## config.mk

```make
export PLATFORM = sky130hd
export DESIGN_NAME = video_test_pattern_generator_top
export DESIGN_NICKNAME = d
export VERILOG_FILES = /design/src/hw/rtl/vtpg_pkg.sv /design/src/hw/rtl/video_test_pattern_generator_top.sv /design/src/hw/rtl/vtpg_cfg_regs.sv
export VERILOG_INCLUDE_DIRS = /design/src /design/src/hw/rtl
export SDC_FILE = /design/constraint.sdc
export NUM_CORES = 1
export LEC_CHECK = 0
export BUFFER_PORTS_ARGS = -buffer_cell sky130_fd_sc_hd__buf_2
export CORE_ASPECT_RATIO = 0.7
export CORE_UTILIZATION = 62
export DETAILED_ROUTE_END_ITERATION = 16
export PLACE_DENSITY = 0.91
export RECOVER_POWER = 100
export SLEW_MARGIN = 10
export SYNTH_ARGS = -nofsm -noshare
export SYNTH_HDL_FRONTEND = slang
export SYNTH_SLANG_ARGS = --single-unit
export TNS_END_PERCENT = 20
```

## constraint.sdc

```tcl
create_clock -name aclk -period 6.1 [get_ports aclk]
set_clock_uncertainty 0.15 [all_clocks]
set_input_delay 0.305 -clock aclk [delete_from_list [all_inputs] [get_ports aclk]]
set_output_delay 0.305 -clock aclk [all_outputs]
set_load 0.05 [all_outputs]
```

## src/hw/rtl/video_test_pattern_generator_top_defines.svh

```systemverilog
// ----------------------------------------------------------------------------
// Video test pattern generator assertion macros
// Shared property forms for the checks at the end of the top level.
// ----------------------------------------------------------------------------
`ifndef VIDEO_TEST_PATTERN_GENERATOR_TOP_DEFINES_SVH
`define VIDEO_TEST_PATTERN_GENERATOR_TOP_DEFINES_SVH

// The consequent must hold in the same cycle as the antecedent.
`define VTPG_ASSERT_SAME(label, ante, cons, msg) \
    label: assert property (@(posedge aclk) disable iff (!aresetn) \
        (ante) |-> (cons)) else $error(msg);

// The consequent must hold in the cycle after the antecedent.
`define VTPG_ASSERT_NEXT(label, ante, cons, msg) \
    label: assert property (@(posedge aclk) disable iff (!aresetn) \
        (ante) |=> (cons)) else $error(msg);

`endif

```

## src/hw/rtl/vtpg_pkg.sv

```systemverilog
// ----------------------------------------------------------------------------
// Video test pattern generator package
// Widths, register indexes, reset values and the level-to-byte conversion.
// ----------------------------------------------------------------------------
`timescale 1ns / 1ps

package vtpg_pkg;

    localparam int COORD_BITS    = 12;
    localparam int FRACTION_BITS = 16;
    localparam int LEVEL_BITS    = FRACTION_BITS + 10;
    localparam int STEP_BITS     = FRACTION_BITS + 9;
    localparam int DIM_BITS      = 13;
    localparam int BYTE_BITS     = 8;
    localparam int BAR_BITS      = 4;
    localparam int CFG_IDX_BITS  = 3;
    localparam int CFG_DATA_BITS = STEP_BITS;

    // Widths used for comparing counters against frame and band sizes.
    localparam int CMP_BITS  = (COORD_BITS + 1 > DIM_BITS) ? COORD_BITS + 1 : DIM_BITS;
    localparam int BAND_BITS = (COORD_BITS > DIM_BITS + 2) ? COORD_BITS : DIM_BITS + 2;

    localparam logic [COORD_BITS-1:0] COORD_MAX  = '1;
    localparam logic [LEVEL_BITS-1:0] LEVEL_FULL = {2'b01, {(LEVEL_BITS - 2){1'b0}}};
    localparam logic [BYTE_BITS-1:0]  BYTE_MAX   = '1;

    localparam logic [BAR_BITS-1:0] BAR_FIRST = 4'd1;
    localparam logic [BAR_BITS-1:0] BAR_WHITE = 4'd8;
    localparam int BAR_RED_BIT   = 0;
    localparam int BAR_BLUE_BIT  = 1;
    localparam int BAR_GREEN_BIT = 2;

    typedef enum logic [CFG_IDX_BITS-1:0] {
        REG_FRAME_WIDTH    = 3'd0,
        REG_FRAME_HEIGHT   = 3'd1,
        REG_PATTERN_SELECT = 3'd2,
        REG_BAND_WIDTH     = 3'd3,
        REG_COLUMN_STEP    = 3'd4,
        REG_ROW_STEP       = 3'd5
    } cfg_index_t;

    typedef enum logic {
        PATTERN_GRADIENT = 1'b0,
        PATTERN_BARS     = 1'b1
    } pattern_t;

    typedef struct packed {
        logic [DIM_BITS-1:0]  frame_width;
        logic [DIM_BITS-1:0]  frame_height;
        pattern_t             pattern_select;
        logic [DIM_BITS-1:0]  band_width;
        logic [STEP_BITS-1:0] column_step;
        logic [STEP_BITS-1:0] row_step;
    } vtpg_cfg_t;

    localparam logic [DIM_BITS-1:0]  RST_FRAME_WIDTH  = 13'd1280;
    localparam logic [DIM_BITS-1:0]  RST_FRAME_HEIGHT = 13'd720;
    localparam logic [DIM_BITS-1:0]  RST_BAND_WIDTH   = 13'd182;
    localparam logic [STEP_BITS-1:0] RST_COLUMN_STEP  = 25'd92182;
    localparam logic [STEP_BITS-1:0] RST_ROW_STEP     = 25'd46603;

    // Negative levels show as black, levels of full scale or more as 255.
    function automatic logic [BYTE_BITS-1:0] level_byte(input logic [LEVEL_BITS-1:0] lv);
        logic [BYTE_BITS-1:0] b;
        if (lv[LEVEL_BITS-1]) begin
            b = '0;
        end else if (lv >= LEVEL_FULL) begin
            b = BYTE_MAX;
        end else begin
            b = lv[FRACTION_BITS +: BYTE_BITS];
        end
        return b;
    endfunction

endpackage

```

## src/hw/rtl/video_test_pattern_generator_top.sv

```systemverilog
// ----------------------------------------------------------------------------
// Video test pattern generator
// Raster-order pixel source: four-band gradient or eight color bars.
// ----------------------------------------------------------------------------
//  Channel   Direction  Payload
//  s_        in         tdata[0] restart (1 = new frame at pixel zero)
//  m_        out        tdata red/blue/green bytes, tlast line end, tuser frame end
//  cfg_      in         cfg_index register number, cfg_data value
//
// One pixel per clock sustained while the output is not stalled; each tick is held
// in the input register and then in the result register.
// The per-pixel level update and band compares set the path between them.
// Reset is synchronous on aresetn and returns to pixel zero with default settings.
// With the output stalled, one more item is taken and held in the input register.
`timescale 1ns / 1ps

`include "video_test_pattern_generator_top_defines.svh"

module video_test_pattern_generator_top
    import vtpg_pkg::*;
(
    input  logic                     aclk,
    input  logic                     aresetn,
    input  logic                     s_tvalid,
    output logic                     s_tready,
    input  logic [7:0]               s_tdata,   // [0] restart, [7:1] zero
    output logic                     m_tvalid,
    input  logic                     m_tready,
    output logic [23:0]              m_tdata,   // [7:0] red, [15:8] blue, [23:16] green
    output logic                     m_tlast,
    output logic [0:0]               m_tuser,   // [0] frame_end
    input  logic                     cfg_valid,
    output logic                     cfg_ready,
    input  logic [CFG_IDX_BITS-1:0]  cfg_index,
    input  logic [CFG_DATA_BITS-1:0] cfg_data
);

    vtpg_cfg_t cfg;

    vtpg_cfg_regs u_cfg (
        .aclk      (aclk),
        .aresetn   (aresetn),
        .cfg_valid (cfg_valid),
        .cfg_ready (cfg_ready),
        .cfg_index (cfg_index),
        .cfg_data  (cfg_data),
        .cfg       (cfg)
    );

    // Input register.
    logic in_valid_reg, in_valid_next;
    logic restart_reg;
    logic advance;

    assign advance  = in_valid_reg && (!m_tvalid || m_tready);
    assign s_tready = !in_valid_reg || advance;

    // Generator state.
    logic [COORD_BITS-1:0] column_count_reg, column_count_next;
    logic [COORD_BITS-1:0] row_count_reg,    row_count_next;
    logic [LEVEL_BITS-1:0] red_level_reg,    red_level_next;
    logic [LEVEL_BITS-1:0] blue_level_reg,   blue_level_next;
    logic [LEVEL_BITS-1:0] green_level_reg,  green_level_next;
    logic [LEVEL_BITS-1:0] bar_level_reg,    bar_level_next;
    logic [BAR_BITS-1:0]   bar_number_reg,   bar_number_next;

    // Result register.
    logic        m_valid_reg, m_valid_next;
    logic [23:0] m_data_reg, m_data_next;
    logic        m_last_reg, m_last_next;
    logic        m_frame_reg, m_frame_next;

    assign m_tvalid   = m_valid_reg;
    assign m_tdata    = m_data_reg;
    assign m_tlast    = m_last_reg;
    assign m_tuser[0] = m_frame_reg;

    // State as seen by this pixel, after an optional restart.
    logic [COORD_BITS-1:0] col_e, row_e;
    logic [LEVEL_BITS-1:0] red_e, blue_e, green_e, bar_e;
    logic [BAR_BITS-1:0]   barn_e;
    logic [BYTE_BITS-1:0]  red_b, blue_b, green_b, bar_b;
    logic                  last_col, last_row;
    logic [BAND_BITS-1:0]  c_w, bw1, bw2, bw3;
    logic [LEVEL_BITS:0]   bar_sum;
    logic [LEVEL_BITS-1:0] step_l, rstep_l;

    always_comb begin
        col_e   = restart_reg ? '0 : column_count_reg;
        row_e   = restart_reg ? '0 : row_count_reg;
        red_e   = restart_reg ? LEVEL_FULL : red_level_reg;
        blue_e  = restart_reg ? '0 : blue_level_reg;
        green_e = restart_reg ? '0 : green_level_reg;
        bar_e   = restart_reg ? '0 : bar_level_reg;
        barn_e  = restart_reg ? BAR_FIRST : bar_number_reg;

        step_l  = LEVEL_BITS'(cfg.column_step);
        rstep_l = LEVEL_BITS'(cfg.row_step);

        bar_b = level_byte(bar_e);
        if (cfg.pattern_select == PATTERN_GRADIENT) begin
            red_b   = level_byte(red_e);
            blue_b  = level_byte(blue_e);
            green_b = level_byte(green_e);
        end else if (barn_e >= BAR_WHITE) begin
            red_b   = BYTE_MAX;
            blue_b  = BYTE_MAX;
            green_b = BYTE_MAX;
        end else begin
            red_b   = barn_e[BAR_RED_BIT]   ? bar_b : '0;
            blue_b  = barn_e[BAR_BLUE_BIT]  ? bar_b : '0;
            green_b = barn_e[BAR_GREEN_BIT] ? bar_b : '0;
        end

        last_col = (CMP_BITS'(col_e) + CMP_BITS'(1) >= CMP_BITS'(cfg.frame_width))
                   || (col_e == COORD_MAX);
        last_row = (CMP_BITS'(row_e) + CMP_BITS'(1) >= CMP_BITS'(cfg.frame_height))
                   || (row_e == COORD_MAX);

        m_data_next  = {green_b, blue_b, red_b};
        m_last_next  = last_col;
        m_frame_next = last_col && last_row;

        // Four-band gradient.
        c_w = BAND_BITS'(col_e);
        bw1 = BAND_BITS'(cfg.band_width);
        bw2 = bw1 << 1;
        bw3 = bw2 + bw1;
        if (c_w < bw1) begin
            blue_level_next = '0;
            red_level_next  = red_e - step_l;
        end else if (c_w < bw2) begin
            blue_level_next = blue_e + step_l;
            red_level_next  = red_e + step_l;
        end else if (c_w < bw3) begin
            blue_level_next = blue_e - step_l;
            red_level_next  = red_e - step_l;
        end else begin
            blue_level_next = blue_e + step_l;
            red_level_next  = '0;
        end

        // Color bars: a bar ends when its level reaches full scale.
        bar_sum         = {1'b0, bar_e} + (LEVEL_BITS + 1)'(cfg.column_step);
        bar_number_next = barn_e;
        if (bar_sum >= (LEVEL_BITS + 1)'(LEVEL_FULL)) begin
            bar_level_next = '0;
            if (barn_e < BAR_WHITE) begin
                bar_number_next = barn_e + BAR_BITS'(1);
            end
        end else begin
            bar_level_next = bar_sum[LEVEL_BITS-1:0];
        end

        green_level_next  = green_e;
        row_count_next    = row_e;
        column_count_next = col_e + COORD_BITS'(1);
        if (last_col) begin
            column_count_next = '0;
            red_level_next    = LEVEL_FULL;
            blue_level_next   = '0;
            bar_level_next    = '0;
            bar_number_next   = BAR_FIRST;
            if (last_row) begin
                row_count_next   = '0;
                green_level_next = '0;
            end else begin
                if (CMP_BITS'(row_e) < CMP_BITS'(cfg.frame_height >> 1)) begin
                    green_level_next = green_e + rstep_l;
                end else begin
                    green_level_next = green_e - rstep_l;
                end
                row_count_next = row_e + COORD_BITS'(1);
            end
        end

        if (s_tvalid && s_tready) begin
            in_valid_next = 1'b1;
        end else if (advance) begin
            in_valid_next = 1'b0;
        end else begin
            in_valid_next = in_valid_reg;
        end

        if (advance) begin
            m_valid_next = 1'b1;
        end else if (m_tready) begin
            m_valid_next = 1'b0;
        end else begin
            m_valid_next = m_valid_reg;
        end
    end

    always_ff @(posedge aclk) begin
        if (!aresetn) begin
            in_valid_reg     <= 1'b0;
            m_valid_reg      <= 1'b0;
            column_count_reg <= '0;
            row_count_reg    <= '0;
            red_level_reg    <= LEVEL_FULL;
            blue_level_reg   <= '0;
            green_level_reg  <= '0;
            bar_level_reg    <= '0;
            bar_number_reg   <= BAR_FIRST;
        end else begin
            in_valid_reg <= in_valid_next;
            m_valid_reg  <= m_valid_next;
            if (advance) begin
                column_count_reg <= column_count_next;
                row_count_reg    <= row_count_next;
                red_level_reg    <= red_level_next;
                blue_level_reg   <= blue_level_next;
                green_level_reg  <= green_level_next;
                bar_level_reg    <= bar_level_next;
                bar_number_reg   <= bar_number_next;
            end
        end
    end

    always_ff @(posedge aclk) begin
        if (s_tvalid && s_tready) begin
            restart_reg <= s_tdata[0];
        end
        if (advance) begin
            m_data_reg  <= m_data_next;
            m_last_reg  <= m_last_next;
            m_frame_reg <= m_frame_next;
        end
    end

    `VTPG_ASSERT_SAME(a_frame_end_is_line_end, m_tvalid && m_tuser[0], m_tlast,
        "frame end without line end")
    `VTPG_ASSERT_NEXT(a_line_wraps, advance && m_last_next,
        column_count_reg == '0 && bar_number_reg == BAR_FIRST,
        "line end did not return to column zero")
    `VTPG_ASSERT_NEXT(a_frame_wraps, advance && m_frame_next,
        row_count_reg == '0 && green_level_reg == '0,
        "frame end did not return to row zero")
    `VTPG_ASSERT_SAME(a_bar_range, 1'b1,
        bar_number_reg >= BAR_FIRST && bar_number_reg <= BAR_WHITE,
        "bar number out of range")

endmodule

```

## src/hw/rtl/vtpg_cfg_regs.sv

```systemverilog
// ----------------------------------------------------------------------------
// Video test pattern generator configuration registers
// Holds the frame, pattern and step settings written over the config channel.
// ----------------------------------------------------------------------------
`timescale 1ns / 1ps

module vtpg_cfg_regs
    import vtpg_pkg::*;
(
    input  logic                     aclk,
    input  logic                     aresetn,
    input  logic                     cfg_valid,
    output logic                     cfg_ready,
    input  logic [CFG_IDX_BITS-1:0]  cfg_index,
    input  logic [CFG_DATA_BITS-1:0] cfg_data,
    output vtpg_cfg_t                cfg
);

    vtpg_cfg_t cfg_reg;
    vtpg_cfg_t cfg_next;

    assign cfg_ready = 1'b1;
    assign cfg       = cfg_reg;

    always_comb begin
        cfg_next = cfg_reg;
        if (cfg_valid) begin
            case (cfg_index)
                REG_FRAME_WIDTH:    cfg_next.frame_width    = cfg_data[DIM_BITS-1:0];
                REG_FRAME_HEIGHT:   cfg_next.frame_height   = cfg_data[DIM_BITS-1:0];
                REG_PATTERN_SELECT: cfg_next.pattern_select = pattern_t'(cfg_data[0]);
                REG_BAND_WIDTH:     cfg_next.band_width     = cfg_data[DIM_BITS-1:0];
                REG_COLUMN_STEP:    cfg_next.column_step    = cfg_data[STEP_BITS-1:0];
                REG_ROW_STEP:       cfg_next.row_step       = cfg_data[STEP_BITS-1:0];
                default:            cfg_next = cfg_reg;
            endcase
        end
    end

    always_ff @(posedge aclk) begin
        if (!aresetn) begin
            cfg_reg.frame_width    <= RST_FRAME_WIDTH;
            cfg_reg.frame_height   <= RST_FRAME_HEIGHT;
            cfg_reg.pattern_select <= PATTERN_BARS;
            cfg_reg.band_width     <= RST_BAND_WIDTH;
            cfg_reg.column_step    <= RST_COLUMN_STEP;
            cfg_reg.row_step       <= RST_ROW_STEP;
        end else begin
            cfg_reg <= cfg_next;
        end
    end

endmodule
```

==> results.md <==
* Status: complete, but fails checks
* Failing checks: max-capacitance violations, max-slew violations
* Top cells by area, synth: dfxtp_1 22%, ha_1 15%, nand2_1 5.2%, a21oi_1 5.1%, nor2b_1 4.7%
* CTS Sinks at about 250
* Pre-Repair DR Iteration Count at 6
* # Post-CTS Setup Buffers at 0
* Count leader, synth: nand2_1
* Worst Path Class, Setup: reg2reg
* Placer Congestion at between 0.9 and 1
* Global-route wire length before repair at about 100 mm
* Final nets at 2877
* Worst R2R Path Depth at 20
* Drt wl/cell at between 20 and 25 µm
* Seq cells post-synth at roughly 250
* Slowest cell delay on critical path at approximately 0.61 ns
* Clk pin slew, worst setup/hold paths at about 0.070 ns
* Setup violators final at 0
* Vias in the first global route at about 19000
* Core Area at between 0.03 and 0.04 mm²
* CP cell instances: nor2b_1 -> ha_1 -> o21ai_0 -> a21oi_1 -> o211ai_1 -> a21oi_1 -> o22ai_1 -> buf_4 -> mux2i_1 -> ha_1 -> nor2b_1 -> o21ai_0 -> o21ai_1 -> a311o_1 -> a31o_1 -> a211o_1 -> a22o_1 -> o41ai_1 -> or3_1 -> nand3_1
* Crit-path leading delay family: compound AO/OA/AOI/OAI gates
* Most common library cells after synthesis: 279 x nand2_1, 236 x ha_1, 224 x dfxtp_1
* Hold Vio Cnt, Final at 0
* Max FO, Critical Path at 25
* Max rail drop VDD at 0.240 mV
* Worst slew pin tran at 2.81 ns
* Initial antenna violation count at 2
* DRT Wirelength at about 61 mm
* H-Tree Depth at 1
* Max-cap violations at 3
* Worst path arrival time at a little over 6 ns
* Crit share post-route at between 90% and 100%
* Max reg flops at 90
* Starting density of the core at between 60% and 70%
* Synth warn at 0
* Clock tree buffer depth at 3
* DP Wirelength at ~43 mm
* Slowest CP cell: edfxtp_1
* GRT Overall Usage at between 30% and 40%
* Clk Latency, worst-skew pair at around 0.58 ns
* Pin count of the biggest net entering global routing at 73
* Setup TNS at 0 ns
* Buffers & Inverters on Critical Path at 1
* Syn_area_per_cell at approximately 7.9 µm²
* Post-synth EDFFs at 27
* Post-synthesis cell area at about 0.020 mm²
* Synth cell types at a little over 90
* Required time worst endpoint at ~6.4 ns
* Syn Inst Count at 2574
* Dominant synthesized flop cell: dfxtp_1
* Io pins at 70
* Input/output buffers at a little over 60
* Grt total ovfl at 0
* CP startpoint kind: register
* Crit path capture type: register
* Area leader, netlist: dfxtp_1
* Static Leak at about 9.6 nW
* Worst hold path type: in2reg
* Yosys top cell area share at around 22%
* Die X-Extent at roughly 220 µm
* Crit path depth at 20
* DR vias/cell at ~6.6
* Peak Freq at 173 MHz
* Layout cell share with drive strength beyond 1 at 5.05%
* Share of flip-flops with an asynchronous set or reset at 0%
* Root buf cell: clkbuf_16
* Die height at 153 µm
* Total number of vias at 20000
* DIE AREA at ~0.033 mm²
* Tot Pwr at slightly above 0.004 W
* Max-slew headroom at -88.6%
* Unrepaired setup endpoints after global routing: no
* Clock period minus worst slack at 5.79 ns
* Cell area power density at between 150 and 200 mW/mm²
* Slew Limit Fails at 176
* TritonCTS clock tree: done
* Rows at between 50 and 60
* Initial DRC Count at ~2700
* Flop-to-flop setup slack at between 0.3 and 0.4 ns
* Drt drc at 0
* Synth-to-layout area growth at 8.16%
* Hold Path Depth at 4
* ANT nets after route at 0
* TritonCTS Buffers at 26
* Seq/Total Area, Yosys at a little over a quarter
* Syn nets at 2858
==> kinds of logic (layout without fill, tap and decap cells) <==
family / count (synthesis) / after routing / synth area share [%]
AND/OR/NAND/NOR: 896 / 896 / 21.2
flip-flops: 251 / 251 / 26.2
AO/OA/AOI/OAI: 760 / 760 / 25.1
XOR/XNOR: 122 / 122 / 5.29
buffers and inverters: 271 / 309 / 5.33
multiplexers: 30 / 30 / 1.51
adder cells (fa/ha/maj): 243 / 243 / 15.3
other: 1 / 3 / 0.0185
==> placed cells by master, fill, tap and decap left out, drive strengths merged, types with 34 or more instances in the layout <==
cell type / count
a21o: 60
a21oi: 207
a22oi: 63
buf: 50
clkbuf: 69
dfxtp: 224
ha: 236
inv: 143
nand2: 280
nand3: 61
nor2: 219
nor2b: 153
nor3: 49
o211ai: 44
o21a: 34
o21ai: 124
xnor2: 59
xor2: 63
==> worst reg2reg max path, stage by stage (launching register included) <==
cell and delay, ns:
edfxtp_1 0.61, nor2b_1 0.35, ha_1 0.30, o21ai_0 0.19, a21oi_1 0.07, o211ai_1 0.26
a21oi_1 0.12, o22ai_1 0.26, buf_4 0.32, mux2i_1 0.33, ha_1 0.29, nor2b_1 0.13
o21ai_0 0.25, o21ai_1 0.20, a311o_1 0.45, a31o_1 0.28, a211o_1 0.34, a22o_1 0.22
o41ai_1 0.36, or3_1 0.17, nand3_1 0.06
==> final timing paths <==
path / from / endpoint
worst max-delay path: restart_reg / green_level_reg[25]
worst min-delay path: cfg_index[2] / u_cfg.cfg[63]
worst max register to register: restart_reg / green_level_reg[25]
worst min register to register: blue_level_reg[5] / blue_level_reg[5]
==> layer usage <==
layer | global-route usage [%] | part of all wire (%) | up-vias
li1 | - | - | 9247
met4 | 14.1 | 3.8 | 2
met3 | 7.34 | 12 | 230
met5 | 0 | 0.020 | -
met2 | 53.4 | 42 | 1197
met1 | 49.9 | 42 | 9294
==> through the flow <==
stage / setup slack (ns) / hold slack [ns] / utilization (%) / instance area, µm² / std cells
floorplan: 0.573 / 0.254 / - / 20200 / 2574
global placement: 0.688 / 0.277 / 65.5 / 20700 / 2954
detailed placement: 0.571 / 0.286 / 65.5 / 20700 / 2954
CTS: 0.524 / 0.0552 / 69.4 / 21900 / 3032
global route: 0.0590 / 0.0822 / 69.1 / 21900 / 3033
finish: 0.310 / 0.0821 / 69.1 / 21900 / 3034
==> timing repair <==
item                                    4_1_cts  5_1_grt
hold endpoints to repair                     93        0
resized for setup                             0        1
hold buffers                                 31        0
endpoints found under the setup margin        0        1
==> where the power goes <==
part / internal [W] / switching, W
clock: 0.00101 / 0.000745
sequential: 0.00171 / 0.0000406
combinational: 0.000202 / 0.000374
total: 0.00293 / 0.00116
==> cell type report <==
class	instances	area, µm²
Tap cell	420	526
Clock inverter	14	189
Multi-Input combinational cell	2052	13800
Fill cell	2430	9760
Inverter	145	546
Antenna cell	2	5.00
Sequential cell	251	5300
Clock buffer	33	722
Timing Repair Buffer	117	744
Note: power is estimated with default switching activity, not from simulation.
